### config.mk
export PLATFORM = sky130hd
export DESIGN_NAME = sorted_timer_queue
export DESIGN_NICKNAME = d
export VERILOG_FILES = /design/src/rtl/stq_pkg.sv /design/src/rtl/sorted_timer_queue.sv /design/src/rtl/stq_front.sv /design/src/rtl/stq_back.sv
export SDC_FILE = /design/constraint.sdc
export NUM_CORES = 2
export LEC_CHECK = 0
export BUFFER_PORTS_ARGS = -buffer_cell sky130_fd_sc_hd__buf_2
export CELL_PAD_IN_SITES_DETAIL_PLACEMENT = 1
export CELL_PAD_IN_SITES_GLOBAL_PLACEMENT = 1
export CORE_ASPECT_RATIO = 1.75
export CORE_MARGIN = 2
export CORE_UTILIZATION = 40
export CTS_CLUSTER_DIAMETER = 200
export CTS_CLUSTER_SIZE = 14
export DETAILED_ROUTE_END_ITERATION = 6
export GPL_TIMING_DRIVEN = 0
export PLACE_DENSITY = 0.72
export SYNTH_ARGS = -nofsm -noshare
export SYNTH_HDL_FRONTEND = slang
export SYNTH_SLANG_ARGS = --single-unit
### constraint.sdc
create_clock -name clk_i -period 8.7 [get_ports clk_i]
set_input_delay 0.87 -clock clk_i [delete_from_list [all_inputs] [get_ports clk_i]]
set_output_delay 0.87 -clock clk_i [all_outputs]
set_load 0.05 [all_outputs]
### src/rtl/stq_pkg.sv
// Shared types and constants of the sorted timer queue.
package stq_pkg;

  localparam int unsigned SlotCount = 16;
  localparam int unsigned TimeWidth = 48;
  localparam int unsigned SlotW = 4;
  localparam int unsigned IdxW = $clog2(SlotCount);
  localparam int unsigned LenW = $clog2(SlotCount + 1);
  localparam int unsigned FifoDepth = 2;
  localparam logic [TimeWidth-1:0] TimeMax = {TimeWidth{1'b1}};
  localparam logic [31:0] PeriodReset = 32'd1000;

  typedef enum logic [1:0] {
    OpTick = 2'd0,
    OpAdd  = 2'd1,
    OpDel  = 2'd2,
    OpNone = 2'd3
  } op_e;

  typedef enum logic [2:0] {
    KindAdd      = 3'd0,
    KindDel      = 3'd1,
    KindExpired  = 3'd2,
    KindPeriodic = 3'd3,
    KindTick     = 3'd4
  } kind_e;

  typedef enum logic [0:0] {
    CfgEnable = 1'b0,
    CfgPeriod = 1'b1
  } cfg_e;

  // One classified command handed from the front to the back.
  typedef struct packed {
    op_e                  op;
    logic                 slot_ok;
    logic [SlotW-1:0]     slot;
    logic [TimeWidth-1:0] tval;
    logic [63:0]          data;
    logic [7:0]           handler;
  } cmd_t;

  typedef enum logic [2:0] {
    StIdle,
    StUnlink,
    StFind,
    StInsert,
    StPop,
    StPopOut,
    StTickEnd
  } state_e;

endpackage

### src/rtl/sorted_timer_queue.sv
// Top level of the sorted timer queue.
// Channel  | Handshake              | Beat
// command  | start_i / busy_o       | operation, slot, expiry, data, handler, now
// config   | cfg_valid_i / cfg_ready_o | cfg_index_i, cfg_data_i
// result   | result_valid_o         | kind, slot, data, handler, was_pending, last
// Between acceptance and its last result, an add runs an unlink walk, then an
// ordered search walk over the list; a delete runs the unlink walk only; a tick pops
// each expired timer in turn. Any command may also wait behind an earlier command.
// The back end's list walk steps one entry a cycle.
// Reset is asynchronous; the queue comes up empty. A two-entry command queue lets
// busy_o stay low while the back end works. Results cannot be stalled.
module sorted_timer_queue
  import stq_pkg::*;
(
  input  logic        clk_i,
  input  logic        rst_ni,
  input  logic        start_i,
  output logic        busy_o,
  input  logic [1:0]  operation_i,
  input  logic [3:0]  timer_slot_i,
  input  logic [47:0] expiry_time_i,
  input  logic [63:0] callback_data_i,
  input  logic [7:0]  handler_id_i,
  input  logic [47:0] now_time_i,
  input  logic        cfg_valid_i,
  output logic        cfg_ready_o,
  input  logic        cfg_index_i,
  input  logic [31:0] cfg_data_i,
  output logic        result_valid_o,
  output logic [2:0]  kind_o,
  output logic [3:0]  slot_out_o,
  output logic [63:0] data_out_o,
  output logic [7:0]  handler_out_o,
  output logic        was_pending_o,
  output logic        last_o
);

  logic cmd_valid, cmd_take, back_busy;
  cmd_t cmd;

  assign cfg_ready_o = 1'b1;

  stq_front u_front (
    .clk_i, .rst_ni, .start_i, .busy_o, .operation_i, .timer_slot_i,
    .expiry_time_i, .callback_data_i, .handler_id_i, .now_time_i,
    .back_busy_i(back_busy), .cmd_valid_o(cmd_valid), .cmd_o(cmd),
    .cmd_take_i(cmd_take)
  );

  stq_back u_back (
    .clk_i, .rst_ni, .cmd_valid_i(cmd_valid), .cmd_i(cmd), .cmd_take_o(cmd_take),
    .back_busy_o(back_busy), .cfg_we_i(cfg_valid_i), .cfg_idx_i(cfg_index_i),
    .cfg_data_i, .res_valid_o(result_valid_o), .kind_o, .slot_out_o,
    .data_out_o, .handler_out_o, .was_pending_o, .last_o
  );

endmodule

### src/rtl/stq_front.sv
// Front end: accepts commands, classifies them and queues them for the back end.
module stq_front
  import stq_pkg::*;
(
  input  logic                 clk_i,
  input  logic                 rst_ni,
  input  logic                 start_i,
  output logic                 busy_o,
  input  logic [1:0]           operation_i,
  input  logic [3:0]           timer_slot_i,
  input  logic [47:0]          expiry_time_i,
  input  logic [63:0]          callback_data_i,
  input  logic [7:0]           handler_id_i,
  input  logic [47:0]          now_time_i,
  input  logic                 back_busy_i,
  output logic                 cmd_valid_o,
  output cmd_t                 cmd_o,
  input  logic                 cmd_take_i
);

  cmd_t            mem_q [FifoDepth];
  logic            wptr_q, rptr_q;
  logic [1:0]      cnt_q;
  logic            push;
  cmd_t            c;

  // Operation code 3 is dropped here and never reaches the back end.
  assign push   = start_i && !busy_o && (operation_i != OpNone);
  assign busy_o = (cnt_q == 2'(FifoDepth));

  always_comb begin
    c.op      = op_e'(operation_i);
    c.slot    = timer_slot_i;
    c.slot_ok = ({28'd0, timer_slot_i} < 32'(SlotCount));
    c.tval    = (operation_i == OpTick) ? now_time_i : expiry_time_i;
    c.data    = callback_data_i;
    c.handler = handler_id_i;
  end

  always_ff @(posedge clk_i) begin
    if (push) mem_q[wptr_q] <= c;
  end

  always_ff @(posedge clk_i or negedge rst_ni) begin
    if (!rst_ni) begin
      wptr_q <= 1'b0;
      rptr_q <= 1'b0;
      cnt_q  <= 2'd0;
    end else begin
      if (push) wptr_q <= ~wptr_q;
      if (cmd_take_i) rptr_q <= ~rptr_q;
      cnt_q <= cnt_q + 2'(push) - 2'(cmd_take_i);
    end
  end

  assign cmd_valid_o = (cnt_q != 2'd0);
  assign cmd_o       = mem_q[rptr_q];

`ifndef ASSERT_OFF
  a_no_take_empty: assert property (@(posedge clk_i) disable iff (!rst_ni)
    cmd_take_i |-> cmd_valid_o) else $error("take from empty queue");
  a_cnt_range: assert property (@(posedge clk_i) disable iff (!rst_ni)
    cnt_q <= 2'(FifoDepth)) else $error("queue count overflow");
  a_busy_back: assert property (@(posedge clk_i) disable iff (!rst_ni)
    cmd_valid_o && !back_busy_i |-> cmd_take_i) else $error("idle back end missed command");
`endif

endmodule

### src/rtl/stq_back.sv
// Back end: sorted order list, slot store, tick scan and periodic event.
module stq_back
  import stq_pkg::*;
(
  input  logic              clk_i,
  input  logic              rst_ni,
  input  logic              cmd_valid_i,
  input  cmd_t              cmd_i,
  output logic              cmd_take_o,
  output logic              back_busy_o,
  input  logic              cfg_we_i,
  input  logic              cfg_idx_i,
  input  logic [31:0]       cfg_data_i,
  output logic              res_valid_o,
  output logic [2:0]        kind_o,
  output logic [3:0]        slot_out_o,
  output logic [63:0]       data_out_o,
  output logic [7:0]        handler_out_o,
  output logic              was_pending_o,
  output logic              last_o
);

  logic [TimeWidth-1:0] exp_q [SlotCount];
  logic [63:0]          dat_q [SlotCount];
  logic [7:0]           hdl_q [SlotCount];
  logic [SlotCount-1:0] pend_q;
  logic [IdxW-1:0]      ord_q [SlotCount];
  logic [LenW-1:0]      len_q;
  logic [TimeWidth-1:0] pnext_q;
  logic                 parmed_q, pen_q;
  logic [31:0]          pper_q;

  state_e state_q, state_d;
  cmd_t   cmd_q;
  logic   was_q;
  logic [LenW-1:0] pos_q, pos_d;
  logic   popped_q, popped_d;

  logic   r_valid_q, r_valid_d;
  logic [2:0] r_kind_q, r_kind_d;
  logic [3:0] r_slot_q, r_slot_d;
  logic [63:0] r_data_q, r_data_d;
  logic [7:0] r_hdl_q, r_hdl_d;
  logic r_pend_q, r_pend_d, r_last_q, r_last_d;

  logic [IdxW-1:0] sidx, hidx, pidx;
  logic [TimeWidth-1:0] head_exp;
  logic [TimeWidth:0] psum;
  logic [TimeWidth-1:0] prearm;
  logic pfire, parm;

  assign sidx     = cmd_q.slot[IdxW-1:0];
  assign hidx     = ord_q[0];
  assign pidx     = pos_q[IdxW-1:0];
  assign head_exp = exp_q[hidx];
  assign psum     = {1'b0, cmd_q.tval} + {{(TimeWidth + 1 - 32){1'b0}}, pper_q};
  assign prearm   = psum[TimeWidth] ? TimeMax : psum[TimeWidth-1:0];
  assign parm     = pen_q && !parmed_q;
  assign pfire    = pen_q && parmed_q && (cmd_q.tval >= pnext_q);

  assign cmd_take_o  = (state_q == StIdle) && cmd_valid_i;
  assign back_busy_o = (state_q != StIdle);

  always_comb begin
    state_d   = state_q;
    pos_d     = pos_q;
    popped_d  = popped_q;
    r_valid_d = 1'b0;
    r_kind_d  = KindTick;
    r_slot_d  = '0;
    r_data_d  = '0;
    r_hdl_d   = '0;
    r_pend_d  = 1'b0;
    r_last_d  = 1'b0;
    unique case (state_q)
      StIdle: if (cmd_valid_i) begin
        pos_d    = '0;
        popped_d = 1'b0;
        state_d  = (cmd_i.op == OpTick) ? StPop : StUnlink;
      end
      // Walks the list one entry a cycle to find the slot being removed.
      StUnlink: begin
        if (!cmd_q.slot_ok || !was_q || pos_q >= len_q) begin
          pos_d   = '0;
          state_d = (cmd_q.op == OpAdd && cmd_q.slot_ok) ? StFind : StInsert;
        end else if (ord_q[pidx] == sidx) begin
          pos_d   = '0;
          state_d = (cmd_q.op == OpAdd) ? StFind : StInsert;
        end else begin
          pos_d = pos_q + 1'b1;
        end
      end
      StFind: begin
        if (pos_q < len_q && exp_q[ord_q[pidx]] <= cmd_q.tval) pos_d = pos_q + 1'b1;
        else state_d = StInsert;
      end
      StInsert: begin
        r_valid_d = 1'b1;
        r_kind_d  = (cmd_q.op == OpAdd) ? KindAdd : KindDel;
        r_slot_d  = cmd_q.slot;
        r_pend_d  = was_q;
        r_last_d  = 1'b1;
        state_d   = StIdle;
      end
      // Pops the head while it is due; the first check needs strictly below now.
      StPop: begin
        if (len_q != '0 && (popped_q ? head_exp <= cmd_q.tval : head_exp < cmd_q.tval)) begin
          r_valid_d = 1'b1;
          r_kind_d  = KindExpired;
          r_slot_d  = SlotW'(hidx);
          r_data_d  = dat_q[hidx];
          r_hdl_d   = hdl_q[hidx];
          popped_d  = 1'b1;
          state_d   = StPopOut;
        end else begin
          state_d = StTickEnd;
          if (pfire) r_valid_d = 1'b1;
          r_kind_d = KindPeriodic;
        end
      end
      StPopOut: state_d = StPop;
      StTickEnd: begin
        r_valid_d = 1'b1;
        r_kind_d  = KindTick;
        r_last_d  = 1'b1;
        state_d   = StIdle;
      end
      default: state_d = StIdle;
    endcase
  end

  // Shifts of the order list are done per entry with fixed neighbors.
  always_ff @(posedge clk_i) begin
    if (state_q == StIdle && cmd_valid_i) begin
      cmd_q <= cmd_i;
      was_q <= cmd_i.slot_ok && pend_q[cmd_i.slot[IdxW-1:0]];
    end
    if (state_q == StUnlink && cmd_q.slot_ok && was_q && pos_q < len_q &&
        ord_q[pidx] == sidx) begin
      for (int i = 0; i < SlotCount - 1; i++)
        if (LenW'(i) >= pos_q) ord_q[i] <= ord_q[i + 1];
    end
    if (state_q == StInsert && cmd_q.op == OpAdd && cmd_q.slot_ok) begin
      for (int i = 1; i < SlotCount; i++)
        if (LenW'(i) > pos_q) ord_q[i] <= ord_q[i - 1];
      ord_q[pidx] <= sidx;
      exp_q[sidx] <= cmd_q.tval;
      dat_q[sidx] <= cmd_q.data;
      hdl_q[sidx] <= cmd_q.handler;
    end
    if (state_q == StPop && state_d == StPopOut) begin
      for (int i = 0; i < SlotCount - 1; i++) ord_q[i] <= ord_q[i + 1];
    end
    pos_q    <= pos_d;
    popped_q <= popped_d;
    r_kind_q <= r_kind_d;
    r_slot_q <= r_slot_d;
    r_data_q <= r_data_d;
    r_hdl_q  <= r_hdl_d;
    r_pend_q <= r_pend_d;
    r_last_q <= r_last_d;
  end

  always_ff @(posedge clk_i or negedge rst_ni) begin
    if (!rst_ni) begin
      state_q   <= StIdle;
      r_valid_q <= 1'b0;
      pend_q    <= '0;
      len_q     <= '0;
      pnext_q   <= TimeMax;
      parmed_q  <= 1'b0;
      pen_q     <= 1'b0;
      pper_q    <= PeriodReset;
    end else begin
      state_q   <= state_d;
      r_valid_q <= r_valid_d;
      if (state_q == StUnlink && cmd_q.slot_ok && was_q && pos_q < len_q &&
          ord_q[pidx] == sidx) begin
        len_q        <= len_q - 1'b1;
        pend_q[sidx] <= 1'b0;
      end
      if (state_q == StInsert && cmd_q.op == OpAdd && cmd_q.slot_ok) begin
        len_q        <= len_q + 1'b1;
        pend_q[sidx] <= 1'b1;
      end
      if (state_q == StPop && state_d == StPopOut) begin
        len_q        <= len_q - 1'b1;
        pend_q[hidx] <= 1'b0;
      end
      if (state_q == StPop && state_d == StTickEnd) begin
        if (parm) parmed_q <= 1'b1;
        if (parm || pfire) pnext_q <= prearm;
      end
      if (cfg_we_i) begin
        unique case (cfg_e'(cfg_idx_i))
          CfgEnable: begin
            pen_q <= cfg_data_i[0];
            if (!cfg_data_i[0]) begin
              parmed_q <= 1'b0;
              pnext_q  <= TimeMax;
            end
          end
          CfgPeriod: pper_q <= cfg_data_i;
          default: ;
        endcase
      end
    end
  end

  assign res_valid_o   = r_valid_q;
  assign kind_o        = r_kind_q;
  assign slot_out_o    = r_slot_q;
  assign data_out_o    = r_data_q;
  assign handler_out_o = r_hdl_q;
  assign was_pending_o = r_pend_q;
  assign last_o        = r_last_q;

`ifndef ASSERT_OFF
  a_len_match: assert property (@(posedge clk_i) disable iff (!rst_ni)
    $countones(pend_q) == 32'(len_q)) else $error("length and pending bits disagree");
  a_last_idle: assert property (@(posedge clk_i) disable iff (!rst_ni)
    res_valid_o && last_o |-> state_q == StIdle) else $error("last result while busy");
  a_pop_order: assert property (@(posedge clk_i) disable iff (!rst_ni)
    state_q == StPopOut |=> state_q == StPop) else $error("pop sequencing");
`endif

endmodule
### Word-level counts from Yosys, hierarchy flattened

Memory sizes are Yosys's and may differ from the RTL's. A register that Yosys moved wholly into a read port is not among the register bits.
Index checks and enable logic that the tools add are counted.

| storage, ports and cells | value |
|---|---|
| bits in registers | 254 |
| RAM bits | 2,236 |
| input bits | 211 |
| output and inout bits | 84 |
| word-level logic and storage cells | 352 |
| memories | 5 |

| operators by class | value |
|---|---|
| add/subtract/negate cells | 6 |
| magnitude comparators | 41 |
| equality and inequality tests | 15 |
| mux-type cells | 180 |
| bitwise gates (word level) | 37 |
| reduce and logical (&&, ||, !) cells | 44 |

Memory list:

| memory | depth | width | rd ports | clocked after Yosys merged registers in | wr ports | line | source |
|---|---|---|---|---|---|---|---|
| u_back.dat_q | 16 | 64 | 1 | 1 | 1 | stq_back.sv:24 | `logic [63:0] dat_q [SlotCount];` |
| u_back.exp_q | 16 | 48 | 2 | 0 | 1 | stq_back.sv:23 | `logic [TimeWidth-1:0] exp_q [SlotCount];` |
| u_front.mem_q | 2 | 126 | 1 | 0 | 1 | stq_front.sv:21 | `cmd_t mem_q [FifoDepth];` |
| u_back.hdl_q | 16 | 8 | 1 | 1 | 1 | stq_back.sv:25 | `logic [7:0] hdl_q [SlotCount];` |
| u_back.ord_q | 16 | 4 | 17 | 1 | 16 | stq_back.sv:27 | `logic [IdxW-1:0] ord_q [SlotCount];` |

Operators with widths:

| operator | count |
|---|---|
| $mux W48 | 7 |
| $mux W4 | 33 |
| $mux W1 | 115 |
| $le A48 B48 Y1 | 2 |
| $add A48 B32 Y49 | 1 |
| $ge A48 B48 Y1 | 1 |
| $lt A48 B48 Y1 | 1 |
| $mux W16 | 3 |
| $gt A4 B5 Y1 const A | 8 |
| $ge A4 B5 Y1 const A | 7 |
| $mux W5 | 7 |
| $and A16 B16 Y16 | 2 |
| $not A16 Y16 | 2 |
| $or A1 B1 Y1 | 29 |
| $ge A3 B5 Y1 const A | 4 |
| $gt A3 B5 Y1 const A | 4 |
| $logic_and A1 B1 Y1 | 19 |
| $or A16 B16 Y16 | 1 |
| $eq A3 B3 Y1 const B | 5 |
| $lt A4 B5 Y1 const B | 3 |
| $mux W3 | 5 |
| $pmux W3 S5 | 1 |
| $pmux W5 S3 | 1 |
| $add A5 B1 Y5 const B | 2 |
| other kinds (36) | 60 |

### Logic depth before layout (Yosys ltp)

An unclocked memory read counts as a cell.

| logic depth | value |
|---|---|
| depth in word-level cells | 13 |
| gate-level depth with buffers | 21 |
| gate-level depth less buffers | 17 |

### Modules after synthesis

Synthesis repeated with hierarchy kept, for this count alone.

| second synthesis, totals | value |
|---|---|
| cell total of the unflattened synthesis | 5,541 |
| area total of the unflattened synthesis | 109,154.7 um^2 |

By module, submodules not included:

| module | instances | cells an instance | area each (um^2) | seq. area each (um^2) |
|---|---|---|---|---|
| stq_back | 1 | 5,073 | 99,045.0 | 68,047.8 |
| stq_front | 1 | 466 | 10,098.4 | 7,667.4 |
| sorted_timer_queue | 1 | 2 | 11.3 | 0.0 |

### Worst setup path after synthesis

No wires, ideal clock.

| path | value |
|---|---|
| path kind | reg2reg |
| from | register u_back.state_q[2] |
| to | memory u_back.dat_q[0][0] (enable) |
| library setup time | 602 ps |
| arrival time | 6,463 ps |
| data required time | 8,098 ps |
| slack | 1,635 ps |
| stages on the path, launching flop included | 6 |
| buffers on the path | 2 |
| clock period less this slack | 7,065 ps |
| cell sequence | dfrtp_1 -> clkbuf_1 -> nor3_1 -> clkbuf_1 -> nand2_1 -> nor2_1 |

| on the way | value |
|---|---|
| cells in the longest elaborated chain, start to end | 5 |

RTL lines:

| what | line | source |
|---|---|---|
| start, declared | stq_back.sv:33 | `state_e state_q, state_d;` |
| start signal, assigned | stq_back.sv:166 | `state_q <= StIdle;` |
| start signal, assigned | stq_back.sv:175 | `state_q <= state_d;` |
| $eq A3 B2 Y1 | stq_back.sv:143 | `if (state_q == StInsert && cmd_q.op == OpAdd && cmd_q.slot_ok) begin` |
| $logic_and A1 B1 Y1 (2 in a row) | stq_back.sv:143 |  |
| $mux W1 | stq_back.sv:143 |  |
| $mux W1 (not written as such) | stq_back.sv:148 | `dat_q[sidx] <= cmd_q.data;` |
| end, declared | stq_back.sv:24 |  |

Every way passes these cells.

==> run metrics <==
fraction of the mapped netlist area in simple logic gates about 2.5%; Rows 252; min Tclk post-route 8.733 ns; PortBufs approximately 290; initial DRC count around 5,800; Critical Path RT 9.44 ns; Leak 40.20 nW; Area Overhead vs Synth 12.44%; Final Hold Vio Count 0; Die X ~400 microns; # Max-Cap Violations 1; R2R Path End u_back.data_out_o[4]; power per cell area approximately 320 nW/um^2; post-synthesis xor/xnor area fraction less than 1%; Congestion Overflow GR 0; final setup violation count 2; post-route clock period utilization 100.4%; antenna violation net count after detailed routing 0; flops & latches, synth 2,565; Fmax about 0.11 GHz; post-route cell area about 120,000 sq um; DRC 0; async set-reset flop share out of synthesis under 10%; Root Buffer Master clkbuf_16; CP arrival between 9 and 10 ns; R2R depth 17; setup ws final -0.03278 ns; crit path capture type flip-flop; core area roughly 270,000 sq um; clk_lat worst skew between 0.9 and 1 ns; CTS buffer count around 210; commonest cells after routing, fill and taps aside edfxtp_1 (2,369), mux4_2 (810), buf_2 (324), clkbuf_1 (292), mux2_2 (216); first-pass iteration count of the detailed router 5; placer congestion estimate 0.8911; Netlist cell types between 70 and 80; Hold Path Class in2reg; Longest Clk Path Bufs 4; GRT Total Usage approximately a quarter; die area between 200,000 and 300,000 sq um; Seq/Total Area, Yosys 69.83%; DP Area around 120,000 sq um; layout cells sized above 1 approximately 29%; critical path class reg2reg; TritonCTS clock tree done; syn_area_per_cell 19.88 sq um; Netlist Area Pre-Place between 100,000 and 150,000 sq um; RSZ-0062 raised after global routing yes; DR vias approximately 59,000; mux cell area share after synthesis slightly above 20%; worst slack at placement -1.751 ns; Die Y between 600 and 700 microns; Worst Path Max Fanout 10; Startpoint Class flip-flop; outcome finished with violations; worst reg2reg setup slack -0.03 ns; EDFF count, synth 2,369; clock skew 0.1059 ns; routed vias/inst around 6; boundary pin count 295; CTS sink cnt approximately 2,600; Post-Synthesis Cells about 5,500; Clock Pin Slew Worst Setup and Hold Paths around 0.070 ns; Synth Net Count between 5,000 and 6,000; Peak VDD IR about 0.19 mV; Hold Crit Endpoint u_front.mem_q[1][0]; post-synthesis compound-gate area fraction about 3.2%; worst hold start handler_id_i[0]; htree depth 4; reg2reg start u_back.ord_q[0][1]; max_slew headroom -1.053%; number of global-route vias before repair between 60,000 and 70,000; commonest non-fill, non-tap cell in the layout edfxtp_1; initial antenna violation count 18; violations in the final reports max-capacitance violations, max-slew violations, negative setup slack; Slew Limit Fails 9; Synthesis Warnings 0; DRT Wirelength ~330,000 microns; Most used DFF post-synth edfxtp_1; DP Wirelength 213,600 microns; largest family of logic cells by synthesized area multiplexers; wire per inst approximately 34 microns; first-pass GRT wire length ~460,000 microns; final-stage net count approximately 6,400; Worst-Margin Slew roughly 1.5 ns; Starting Density between 40% and 50%; largest net degree at the start of global routing 90; Post-Synth Adder-Cell Area 2.200%; hold depth 1
state kept, by name, indices dropped and copies added (netlist names), 4 cells and up, named ones only:
signal                cells
u_back.cmd_q            122
u_back.dat_q           1024
u_back.data_out_o        64
u_back.exp_q            768
u_back.handler_out_o      8
u_back.hdl_q            128
u_back.len_q              5
u_back.ord_q             64
u_back.pend_q            16
u_back.pnext_q           48
u_back.pos_q              5
u_back.pper_q            32
u_back.sidx               4
u_back.slot_out_o         4
u_front.mem_q           252
final cells by class:
cell class	instances	area [sq um]
Antenna cell	3	7.507
Buffer	284	1241
Clock buffer	347	5854
Clock inverter	3	41.29
Fill cell	25290	147400
Inverter	138	615.6
Multi-Input combinational cell	2466	31110
Sequential cell	2565	75690
Tap cell	3556	4449
Timing Repair Buffer	355	2858
stage by stage:
| stage | hold WS [ns] | util [%] | std cells | TNS (ns) | power, W |
|---|---|---|---|---|---|
| after floorplan | 0.4451 | - | 5453 | 0 | 0.02474 |
| after global placement | 0.4677 | 42.45 | 9302 | -4683.22 | 0.02938 |
| after detailed placement | 0.4795 | 43.02 | 9362 | -179.12 | 0.02981 |
| after CTS | 0.09482 | 45.25 | 9714 | 0 | 0.03868 |
| after global routing | 0.1213 | 45.26 | 9715 | -0.1773 | 0.03990 |
| final | 0.1484 | 45.26 | 9717 | -0.03714 | 0.03855 |
routing by layer:
layer	part of all wire [%]	wire, microns	vias up	track usage (%)
li1	-	-	23670	-
met1	36	118700	31300	28.49
met2	52	168300	2858	41.26
met3	7.0	22960	726	3.553
met4	5.1	16680	2	10.84
met5	0.0034	11	-	0
cells by family (layout without fill, tap and decap cells):
logic type,after synthesis,in the layout
buffers and inverters,422,1127
other,1,4
AO/OA/AOI/OAI,533,533
flip-flops,2565,2565
adder cells (fa/ha/maj),190,190
AND/OR/NAND/NOR,538,538
multiplexers,1148,1148
XOR/XNOR,56,56
how the worst max path moves through the flow:
stage	from	to	slack [ns]	depth (start not counted)
3_3_place_gp	u_back.state_q[1]	u_back.dat_q[0][57]	-7.33	5
6_report	u_back.ord_q[0][1]	u_back.data_out_o[4]	-0.03	17
4_1_cts	flip-flop	flip-flop	0.09	18
2_1_floorplan	u_back.state_q[2]	u_back.dat_q[0][0]	1.64	5
3_5_place_dp	u_back.ord_q[0][0]	u_back.data_out_o[5]	-1.75	18
5_1_grt	u_back.ord_q[0][0]	u_back.data_out_o[4]	-0.04	18
what timing repair did:
item,in CTS,in global routing
setup buffers,1,0
resized for setup,39,6
pin swaps,1,0
hold endpoints to repair,22,0
hold buffers,1,0
endpoints found under the setup margin,235,19
cloned,0,0
worst max-delay path, stage by stage (launching register included):
cell      delay [ns]
edfxtp_1        0.68
clkbuf_2        0.52
clkbuf_1        0.81
clkbuf_1        0.90
mux4_2          0.44
mux4_2          0.49
ha_1            0.31
a21oi_1         0.13
o21ai_0         0.11
a221oi_1        0.72
o22ai_1         0.49
nor4_1          0.83
o211ai_1        0.28
buf_6           0.22
buf_6           0.15
clkbuf_2        0.36
clkbuf_1        0.51
nor2b_2         0.59
where the power goes:
group / internal [W] / switching (W)
registers: 0.0158 / 0.00167
logic: 0.00477 / 0.00737
clock network: 0.00455 / 0.00434
synth_stat cells (9+ instances only):
cell | instances | area share (%)
dfstp_2 | 54 | 1.3
a21oi_1 | 183 | 0.85
clkbuf_1 | 190 | 0.66
and2_1 | 9 | 0.052
dfxtp_1 | 85 | 1.6
mux2_2 | 216 | 2.2
a211oi_1 | 62 | 0.43
nor2b_1 | 141 | 0.81
nor3_1 | 19 | 0.088
nand4_1 | 45 | 0.26
a2bb2oi_1 | 40 | 0.32
o211ai_1 | 16 | 0.11
inv_1 | 138 | 0.48
mux4_2 | 810 | 17
and3_1 | 9 | 0.052
a22oi_1 | 9 | 0.062
buf_1 | 59 | 0.20
a31oi_1 | 11 | 0.063
nand3_1 | 35 | 0.16
ha_1 | 189 | 2.2
dfrtp_1 | 57 | 1.3
edfxtp_1 | 2369 | 66
nor2_1 | 104 | 0.36
o21a_1 | 10 | 0.069
a21o_1 | 47 | 0.33
xor2_1 | 22 | 0.18
nand2_1 | 126 | 0.44
nand2b_1 | 16 | 0.092
xnor2_1 | 34 | 0.27
buf_2 | 28 | 0.13
mux2i_1 | 122 | 1.1
o21ai_0 | 76 | 0.35
Power figures use the tool's default switching activity.
